<file path="src/rtl/assert_macros.svh">
// Assertion helpers shared by the RTL.
`ifndef ASSERT_MACROS_SVH
`define ASSERT_MACROS_SVH

`ifndef ASSERT_OFF
`define ASSERT_CLK(label, clk, rst_n, prop, msg) \
  label: assert property (@(posedge clk) disable iff (!rst_n) prop) else $error(msg);
`define ASSERT_NEVER(label, clk, rst_n, cond, msg) \
  label: assert property (@(posedge clk) disable iff (!rst_n) !(cond)) else $error(msg);
`else
`define ASSERT_CLK(label, clk, rst_n, prop, msg)
`define ASSERT_NEVER(label, clk, rst_n, cond, msg)
`endif

`endif

</file>
<file path="src/rtl/afcd_pkg.sv">
`timescale 1ns / 1ps

package afcd_pkg;

  localparam int unsigned HeadDepth = 6;

  localparam logic [7:0] MaxFrameBytes = 8'd255;
  localparam logic [7:0] SumTarget     = 8'hFF;
  localparam logic [7:0] AtOverhead    = 8'd6;
  localparam logic [7:0] RxOverhead    = 8'd13;
  localparam logic [3:0] AtOffset      = 4'd5;
  localparam logic [3:0] RxOffset      = 4'd12;

  // Register indexes (byte address = 4 * index)
  localparam logic [1:0] RegAtResponse     = 2'd0;
  localparam logic [1:0] RegModemStatus    = 2'd1;
  localparam logic [1:0] RegTransmitStatus = 2'd2;
  localparam logic [1:0] RegReceivePacket  = 2'd3;

  localparam logic [7:0] RstAtResponse     = 8'd136;
  localparam logic [7:0] RstModemStatus    = 8'd138;
  localparam logic [7:0] RstTransmitStatus = 8'd139;
  localparam logic [7:0] RstReceivePacket  = 8'd144;

  typedef enum logic [2:0] {
    KIND_NONE     = 3'd0,
    KIND_AT_RESP  = 3'd1,
    KIND_MODEM_ST = 3'd2,
    KIND_TX_ST    = 3'd3,
    KIND_RX_PKT   = 3'd4
  } kind_e;

  typedef struct packed {
    logic [7:0] at_response;
    logic [7:0] modem_status;
    logic [7:0] transmit_status;
    logic [7:0] receive_packet;
  } codes_t;

  // Frame state as seen once the last word is folded in
  typedef struct packed {
    logic [7:0]                count;
    logic [7:0]                sum;
    logic                      overlong;
    logic [HeadDepth-1:0][7:0] head;
  } frame_t;

  typedef struct packed {
    logic       frame_good;
    kind_e      kind;
    logic [7:0] frame_type;
    logic [7:0] frame_id;
    logic [7:0] at_first;
    logic [7:0] at_second;
    logic [7:0] status_byte;
    logic       has_payload;
    logic [3:0] payload_offset;
    logic [7:0] payload_size;
  } result_t;

endpackage

</file>
<file path="src/rtl/afcd_decode.sv">
`timescale 1ns / 1ps

module afcd_decode (
  input  afcd_pkg::frame_t  frame_i,
  input  afcd_pkg::codes_t  codes_i,
  output afcd_pkg::result_t result_o
);
  import afcd_pkg::*;

  logic [7:0] type_byte;
  logic       sum_ok;
  kind_e      kind;

  assign type_byte = frame_i.head[0];
  assign sum_ok    = (frame_i.sum == SumTarget) && !frame_i.overlong;

  // First matching code wins
  always_comb begin
    if (!sum_ok) begin
      kind = KIND_NONE;
    end else if (type_byte == codes_i.at_response) begin
      kind = KIND_AT_RESP;
    end else if (type_byte == codes_i.modem_status) begin
      kind = KIND_MODEM_ST;
    end else if (type_byte == codes_i.transmit_status) begin
      kind = KIND_TX_ST;
    end else if (type_byte == codes_i.receive_packet) begin
      kind = KIND_RX_PKT;
    end else begin
      kind = KIND_NONE;
    end
  end

  always_comb begin
    result_o = '0;
    result_o.kind = kind;
    case (kind)
      KIND_AT_RESP: begin
        result_o.frame_good  = 1'b1;
        result_o.frame_type  = type_byte;
        result_o.frame_id    = frame_i.head[1];
        result_o.at_first    = frame_i.head[2];
        result_o.at_second   = frame_i.head[3];
        result_o.status_byte = frame_i.head[4];
        if (frame_i.count > AtOverhead) begin
          result_o.has_payload    = 1'b1;
          result_o.payload_offset = AtOffset;
          result_o.payload_size   = frame_i.count - AtOverhead;
        end
      end
      KIND_MODEM_ST: begin
        result_o.frame_good  = 1'b1;
        result_o.frame_type  = type_byte;
        result_o.status_byte = frame_i.head[1];
      end
      KIND_TX_ST: begin
        result_o.frame_good  = 1'b1;
        result_o.frame_type  = type_byte;
        result_o.frame_id    = frame_i.head[1];
        result_o.status_byte = frame_i.head[5];
      end
      KIND_RX_PKT: begin
        result_o.frame_good = 1'b1;
        result_o.frame_type = type_byte;
        if (frame_i.count > RxOverhead) begin
          result_o.has_payload    = 1'b1;
          result_o.payload_offset = RxOffset;
          result_o.payload_size   = frame_i.count - RxOverhead;
        end
      end
      default: begin
        result_o = '0;
      end
    endcase
  end

endmodule

</file>
<file path="src/rtl/api_frame_checksum_decoder_core.sv">
`timescale 1ns / 1ps
// API frame checksum decoder.
// Input channel (in_valid_i / in_ready_o): one frame byte per word, type byte
// first, checksum byte last with is_last_i set. Output channel (out_valid_o /
// out_ready_i): one result word per frame, carrying the decoded header fields.
// APB port: four 8-bit type-code registers at byte addresses 0, 4, 8, 12.
// Throughput: one byte per cycle while in_ready_o is high, set by the
// combined count/sum/capture update; frames may follow each other with no gap.
// Latency: the result word shows on out_valid_o the cycle after the last byte
// is taken; decode runs between the frame registers and the result register.
// Stall: the result register holds until taken. Non-last bytes keep flowing
// while a result waits; a last byte is held off (in_ready_o low) only while
// the previous result is still untaken.
// Reset: frame count, sum, head bytes and overlong flag clear, the code
// registers return to their defaults, and no result is pending.
`include "assert_macros.svh"

module api_frame_checksum_decoder_core (
  input  logic        clk_i,
  input  logic        rst_ni,
  // APB config
  input  logic        psel,
  input  logic        penable,
  input  logic        pwrite,
  input  logic [3:0]  paddr,
  input  logic [31:0] pwdata,
  output logic [31:0] prdata,
  output logic        pready,
  // byte in
  input  logic        in_valid_i,
  output logic        in_ready_o,
  input  logic [7:0]  data_byte_i,
  input  logic        is_last_i,
  // result out
  output logic        out_valid_o,
  input  logic        out_ready_i,
  output logic        frame_good_o,
  output logic [2:0]  kind_o,
  output logic [7:0]  frame_type_o,
  output logic [7:0]  frame_id_o,
  output logic [7:0]  at_first_o,
  output logic [7:0]  at_second_o,
  output logic [7:0]  status_byte_o,
  output logic        has_payload_o,
  output logic [3:0]  payload_offset_o,
  output logic [7:0]  payload_size_o
);
  import afcd_pkg::*;

  // ---------------- configuration registers ----------------
  codes_t     codes_q;
  logic       cfg_wr;
  logic [1:0] cfg_idx;

  assign pready  = 1'b1;
  assign cfg_wr  = psel && penable && pwrite && pready;
  assign cfg_idx = paddr[3:2];

  always_ff @(posedge clk_i or negedge rst_ni) begin
    if (!rst_ni) begin
      codes_q.at_response     <= RstAtResponse;
      codes_q.modem_status    <= RstModemStatus;
      codes_q.transmit_status <= RstTransmitStatus;
      codes_q.receive_packet  <= RstReceivePacket;
    end else if (cfg_wr) begin
      case (cfg_idx)
        RegAtResponse:     codes_q.at_response     <= pwdata[7:0];
        RegModemStatus:    codes_q.modem_status    <= pwdata[7:0];
        RegTransmitStatus: codes_q.transmit_status <= pwdata[7:0];
        RegReceivePacket:  codes_q.receive_packet  <= pwdata[7:0];
        default: ;
      endcase
    end
  end

  always_comb begin
    case (cfg_idx)
      RegAtResponse:     prdata = {24'd0, codes_q.at_response};
      RegModemStatus:    prdata = {24'd0, codes_q.modem_status};
      RegTransmitStatus: prdata = {24'd0, codes_q.transmit_status};
      RegReceivePacket:  prdata = {24'd0, codes_q.receive_packet};
      default:           prdata = '0;
    endcase
  end

  // ---------------- handshake ----------------
  logic out_valid_q;
  logic out_free;
  logic in_acc;
  logic last_acc;

  assign out_free   = !out_valid_q || out_ready_i;
  // Only the last byte needs a free result slot
  assign in_ready_o = out_free || !is_last_i;
  assign in_acc     = in_valid_i && in_ready_o;
  assign last_acc   = in_acc && is_last_i;

  // ---------------- frame accumulation ----------------
  frame_t frame_q;
  frame_t frame_d;

  always_comb begin
    frame_d     = frame_q;
    frame_d.sum = frame_q.sum + data_byte_i;
    if (frame_q.count >= MaxFrameBytes) begin
      frame_d.overlong = 1'b1;   // count saturates, sum keeps running
    end else begin
      for (int i = 0; i < HeadDepth; i++) begin
        if (frame_q.count == 8'(i)) begin
          frame_d.head[i] = data_byte_i;
        end
      end
      frame_d.count = frame_q.count + 8'd1;
    end
  end

  always_ff @(posedge clk_i or negedge rst_ni) begin
    if (!rst_ni) begin
      frame_q <= '0;
    end else if (in_acc) begin
      if (is_last_i) begin
        frame_q <= '0;           // next frame starts clean
      end else begin
        frame_q <= frame_d;
      end
    end
  end

  // ---------------- decode and result register ----------------
  result_t result_d;
  result_t result_q;

  afcd_decode u_decode (
    .frame_i  (frame_d),
    .codes_i  (codes_q),
    .result_o (result_d)
  );

  always_ff @(posedge clk_i or negedge rst_ni) begin
    if (!rst_ni) begin
      out_valid_q <= 1'b0;
    end else if (last_acc) begin
      out_valid_q <= 1'b1;
    end else if (out_ready_i) begin
      out_valid_q <= 1'b0;
    end
  end

  always_ff @(posedge clk_i) begin
    if (last_acc) begin
      result_q <= result_d;
    end
  end

  assign out_valid_o      = out_valid_q;
  assign frame_good_o     = result_q.frame_good;
  assign kind_o           = result_q.kind;
  assign frame_type_o     = result_q.frame_type;
  assign frame_id_o       = result_q.frame_id;
  assign at_first_o       = result_q.at_first;
  assign at_second_o      = result_q.at_second;
  assign status_byte_o    = result_q.status_byte;
  assign has_payload_o    = result_q.has_payload;
  assign payload_offset_o = result_q.payload_offset;
  assign payload_size_o   = result_q.payload_size;

  // ---------------- assertions ----------------
  `ASSERT_CLK(a_last_gives_word, clk_i, rst_ni, last_acc |=> out_valid_o, "last byte gave no result")
  `ASSERT_CLK(a_no_spurious_word, clk_i, rst_ni, (!out_valid_o && !last_acc) |=> !out_valid_o, "result without last byte")
  `ASSERT_CLK(a_good_vs_kind, clk_i, rst_ni, out_valid_o |-> (frame_good_o == (kind_o != KIND_NONE)), "good flag and kind disagree")
  `ASSERT_NEVER(a_payload_flag, clk_i, rst_ni, out_valid_o && (has_payload_o != (payload_size_o != 8'd0)), "payload flag and size disagree")

endmodule

</file>
<file path="config.mk">
export PLATFORM = sky130hd
export DESIGN_NAME = api_frame_checksum_decoder_core
export DESIGN_NICKNAME = d
export VERILOG_FILES = /design/src/rtl/afcd_pkg.sv /design/src/rtl/afcd_decode.sv /design/src/rtl/api_frame_checksum_decoder_core.sv
export VERILOG_INCLUDE_DIRS = /design/src /design/src/rtl
export SDC_FILE = /design/constraint.sdc
export NUM_CORES = 1
export LEC_CHECK = 0
export BUFFER_PORTS_ARGS = -buffer_cell sky130_fd_sc_hd__buf_4
export CAP_MARGIN = 20
export CORE_AREA = 2 2 158 98
export CTS_CLUSTER_SIZE = 28
export DETAILED_ROUTE_END_ITERATION = 8
export DIE_AREA = 0 0 160 100
export GPL_ROUTABILITY_DRIVEN = 0
export GPL_TIMING_DRIVEN = 0
export PLACE_DENSITY = 0.8
export SETUP_SLACK_MARGIN = 0.02
export SLEW_MARGIN = 25
export SYNTH_ARGS = -nofsm -noshare
export SYNTH_HDL_FRONTEND = slang
export SYNTH_SLANG_ARGS = --single-unit
</file>
<file path="constraint.sdc">
create_clock -name clk_i -period 4.1 [get_ports clk_i]
set_input_delay 0.82 -clock clk_i [delete_from_list [all_inputs] [get_ports clk_i]]
set_output_delay 0.82 -clock clk_i [all_outputs]
set_load 0.05 [all_outputs]
</file>
==> run metrics <==
status=completed; CTS tree=built; synthesized area=8187 um2; Post-Route WL=21060 um; Pwr per Cell Area=503.4 nW/um2; final instance area=9901 um2; DRC Markers=0; Logic pwr share=27.4%; vias in the first global route=5954; Worst Setup Start Kind=register; post-synthesis cell count=719; main combinational cell family by area after synthesis=compound AO/OA/AOI/OAI gates; most common flop cell mapped by yosys=dfrtp_1; vias after detailed routing=6400; simple-gate share of the synthesized area=10.42%; switching portion of total power=33.32%; RSZ-0062 raised after global routing=no; post-route antenna net violation count=0; Max Transition Viols Final=0; # setup viols final=0; VDD IR max=0.3498 mV; Worst EP arrival=4170 ps; Post-Synth XOR/XNOR Area=5.105%; worst path required time=4340 ps; fmax=254.4 MHz; sequential-to-total area share from yosys stat=50.30%; Post-Route M1 WL=9510 um; mux cell area share after synthesis=10.38%; endpoints failing hold=0; share of layout cells above drive strength 1=26.53%; Worst Skew=9.220 ps; Synth async-reset ratio=64.05%; number of synthesized flops with an enable pin=55; die area=16000 um2; Initial Util=55.31%; H-tree Lvls=4; share of the synthesized area in the top cell type=26.59%; synth top area cells=dfrtp_1, edfxtp_1, a22o_1, mux2_2, dfstp_2; first-pass GRT wire length=32990 um; flip-flop and latch area=4118 um2; PnR worst setup slack=168.8 ps; number of synthesized register bits=153; GRT Residual Overflow=0; crit path time final=3931 ps; CP Class=reg -> reg; mean number of vias per cell=5.981; max incr delay on CP=640 ps; Layout area overhead=20.94%; GRT Util Overall=26.92%; max_slew headroom=38.44%; dpl hpwl=14350 um; Worst-Margin Slew=923.3 ps; clk_lat worst skew=430 ps; Initial DRC Count=894; post-synth cell types=68; Max FO, Critical Path=10; NumNets Final=924; core area=14800 um2; TritonCTS Buffers=17; worst reg2reg path startpoint=frame_q[63]; Pre-antenna DRT Iters=9; die height=100 um; CP startpoint=frame_q[63]; top layer in use=met4; setup TNS=0 ps; worst path bufs/invs=3; P_int=0.003324 W; clock sinks=153; worst-path cell chain=buf_6, nor4_4, and3_1, buf_6, mux2i_1, xnor2_2, nor4_4, nand2_1, clkbuf_1, o221ai_1; Setup Slack @ Placement=-835.0 ps; Synth Area in Adders=2.843%; n_diodes=0; Clock transition at path regs=70 ps; DP Area=9254 um2; Hold WS=475.8 ps; Static Leak=4.421 nW; Port-buffer cells=90; multi-input logic area=3675 um2; synth warn=0; DR WL met2=9278 um; slowest CP cell=mux2i_1; Flop pwr share=39.3%; Synth Area in Compound Gates=14.47%; IO Pins=144; Critical Path Sink Type=register; Die Wd=160 um; met3 wire len=1915 um; Site Rows=35; top cell type by total area after synthesis=dfrtp_1; Worst Hold Class=in -> async; FILL cells=1138; clk buf depth=2; synthesized area per cell=11.39 um2; Worst path top cell family by delay=simple AND/OR/NAND/NOR gates; initial antenna violation count=0; Tcrit/Tclk final=95.88%; Root Driver=clkbuf_16; wire per inst=19.69 um; pin count of the biggest net entering global routing=99; Clock power frac=33.2%; Max Cap Viol=0; CTS hold repair buffers=0; Switch Pwr=0.001661 W
-- Yosys cell counts, types with 14 or more instances --
| master | n |
|---|---|
| nor2b_1 | 14 |
| clkbuf_1 | 26 |
| mux2_2 | 33 |
| dfrtp_1 | 87 |
| a22o_1 | 55 |
| nor2_1 | 56 |
| xnor2_1 | 29 |
| mux2i_1 | 27 |
| edfxtp_1 | 55 |
| xor2_1 | 15 |
| buf_4 | 28 |
| nand3_1 | 27 |
| inv_1 | 37 |
| o21ai_0 | 17 |
| ha_1 | 17 |
| o22ai_1 | 16 |
| a21oi_1 | 28 |
| nand2_1 | 26 |
-- registers in the layout (all words and copies together) (netlist names), 8 cells and up --
signal,flops
at_first_o,8
frame_type_o,8
frame_q,65
codes_q,32
frame_id_o,8
payload_size_o,8
status_byte_o,8
at_second_o,8
-- logic make-up (layout without fill, tap and decap cells) --
logic type	Yosys count	count (layout)
AND/OR/NAND/NOR	168	168
AO/OA/AOI/OAI	162	162
flip-flops	153	153
buffers and inverters	100	224
multiplexers	70	70
XOR/XNOR	46	46
adder cells (fa/ha/maj)	18	18
other	2	26
-- per-stage QoR --
stage,util (%),power (W),instances
2_1_floorplan,-,0.002928,743
3_3_place_gp,62.20,0.003241,1036
3_5_place_dp,62.52,0.003282,1037
4_1_cts,66.79,0.004943,1069
5_1_grt,66.89,0.005154,1070
6_report,66.89,0.004984,1070
-- cell type report --
class,count,area share (%)
plain buffers,62,3.842
clock buffers,19,4.587
clock inverters,13,1.693
inverters,38,1.466
multi-input cells,490,37.12
flip-flops and latches,153,41.59
well taps,203,2.565
repair buffers,92,7.140
-- path summary, 6_finish.rpt --
kind	end	slack, ps	cells past startpoint
worst max-delay path	status_byte_o[1]	170	10
min in group clk_i	frame_q[54]	500	2
worst min-delay path	codes_q[6]	480	1
worst max register to register	status_byte_o[1]	170	10
max in group asynchronous	frame_q[60]	2980	1
worst min register to register	frame_q[54]	500	2
-- power by group through the flow --
stage	registers, W	clock network, W	logic, W
floorplan	0.00198	0	0.000948
global placement	0.00197	0	0.00127
detailed placement	0.00197	0	0.00131
CTS	0.00195	0.00165	0.00134
global route	0.00197	0.00172	0.00146
finish	0.00196	0.00166	0.00137
-- per-layer routing --
| layer | global-route usage [%] | vias up |
|---|---|---|
| met5 | 0 | - |
| met3 | 5.785 | 50 |
| met2 | 39.99 | 341 |
| met1 | 40.43 | 3134 |
| li1 | - | 2875 |
| met4 | 7.415 | 0 |
-- cells in the final DEF (no fill, tap or decap), types with 18 or more instances in the layout --
master,instances
a21oi_1,28
a22o_1,55
buf_4,118
clkbuf_1,27
clkbuf_16,18
conb_1,26
dfrtp_1,87
edfxtp_1,55
inv_1,37
mux2_2,33
mux2i_1,27
nand2_1,26
nand3_1,27
nor2_1,56
xnor2_1,29
-- what timing repair did --
item | in CTS | in global routing
gates cloned | 0 | 0
pin swaps | 1 | 0
setup buffers | 0 | 1
resized for setup | 2 | 2
setup endpoints to repair | 34 | 35
Note: power is estimated with default switching activity, not from simulation.
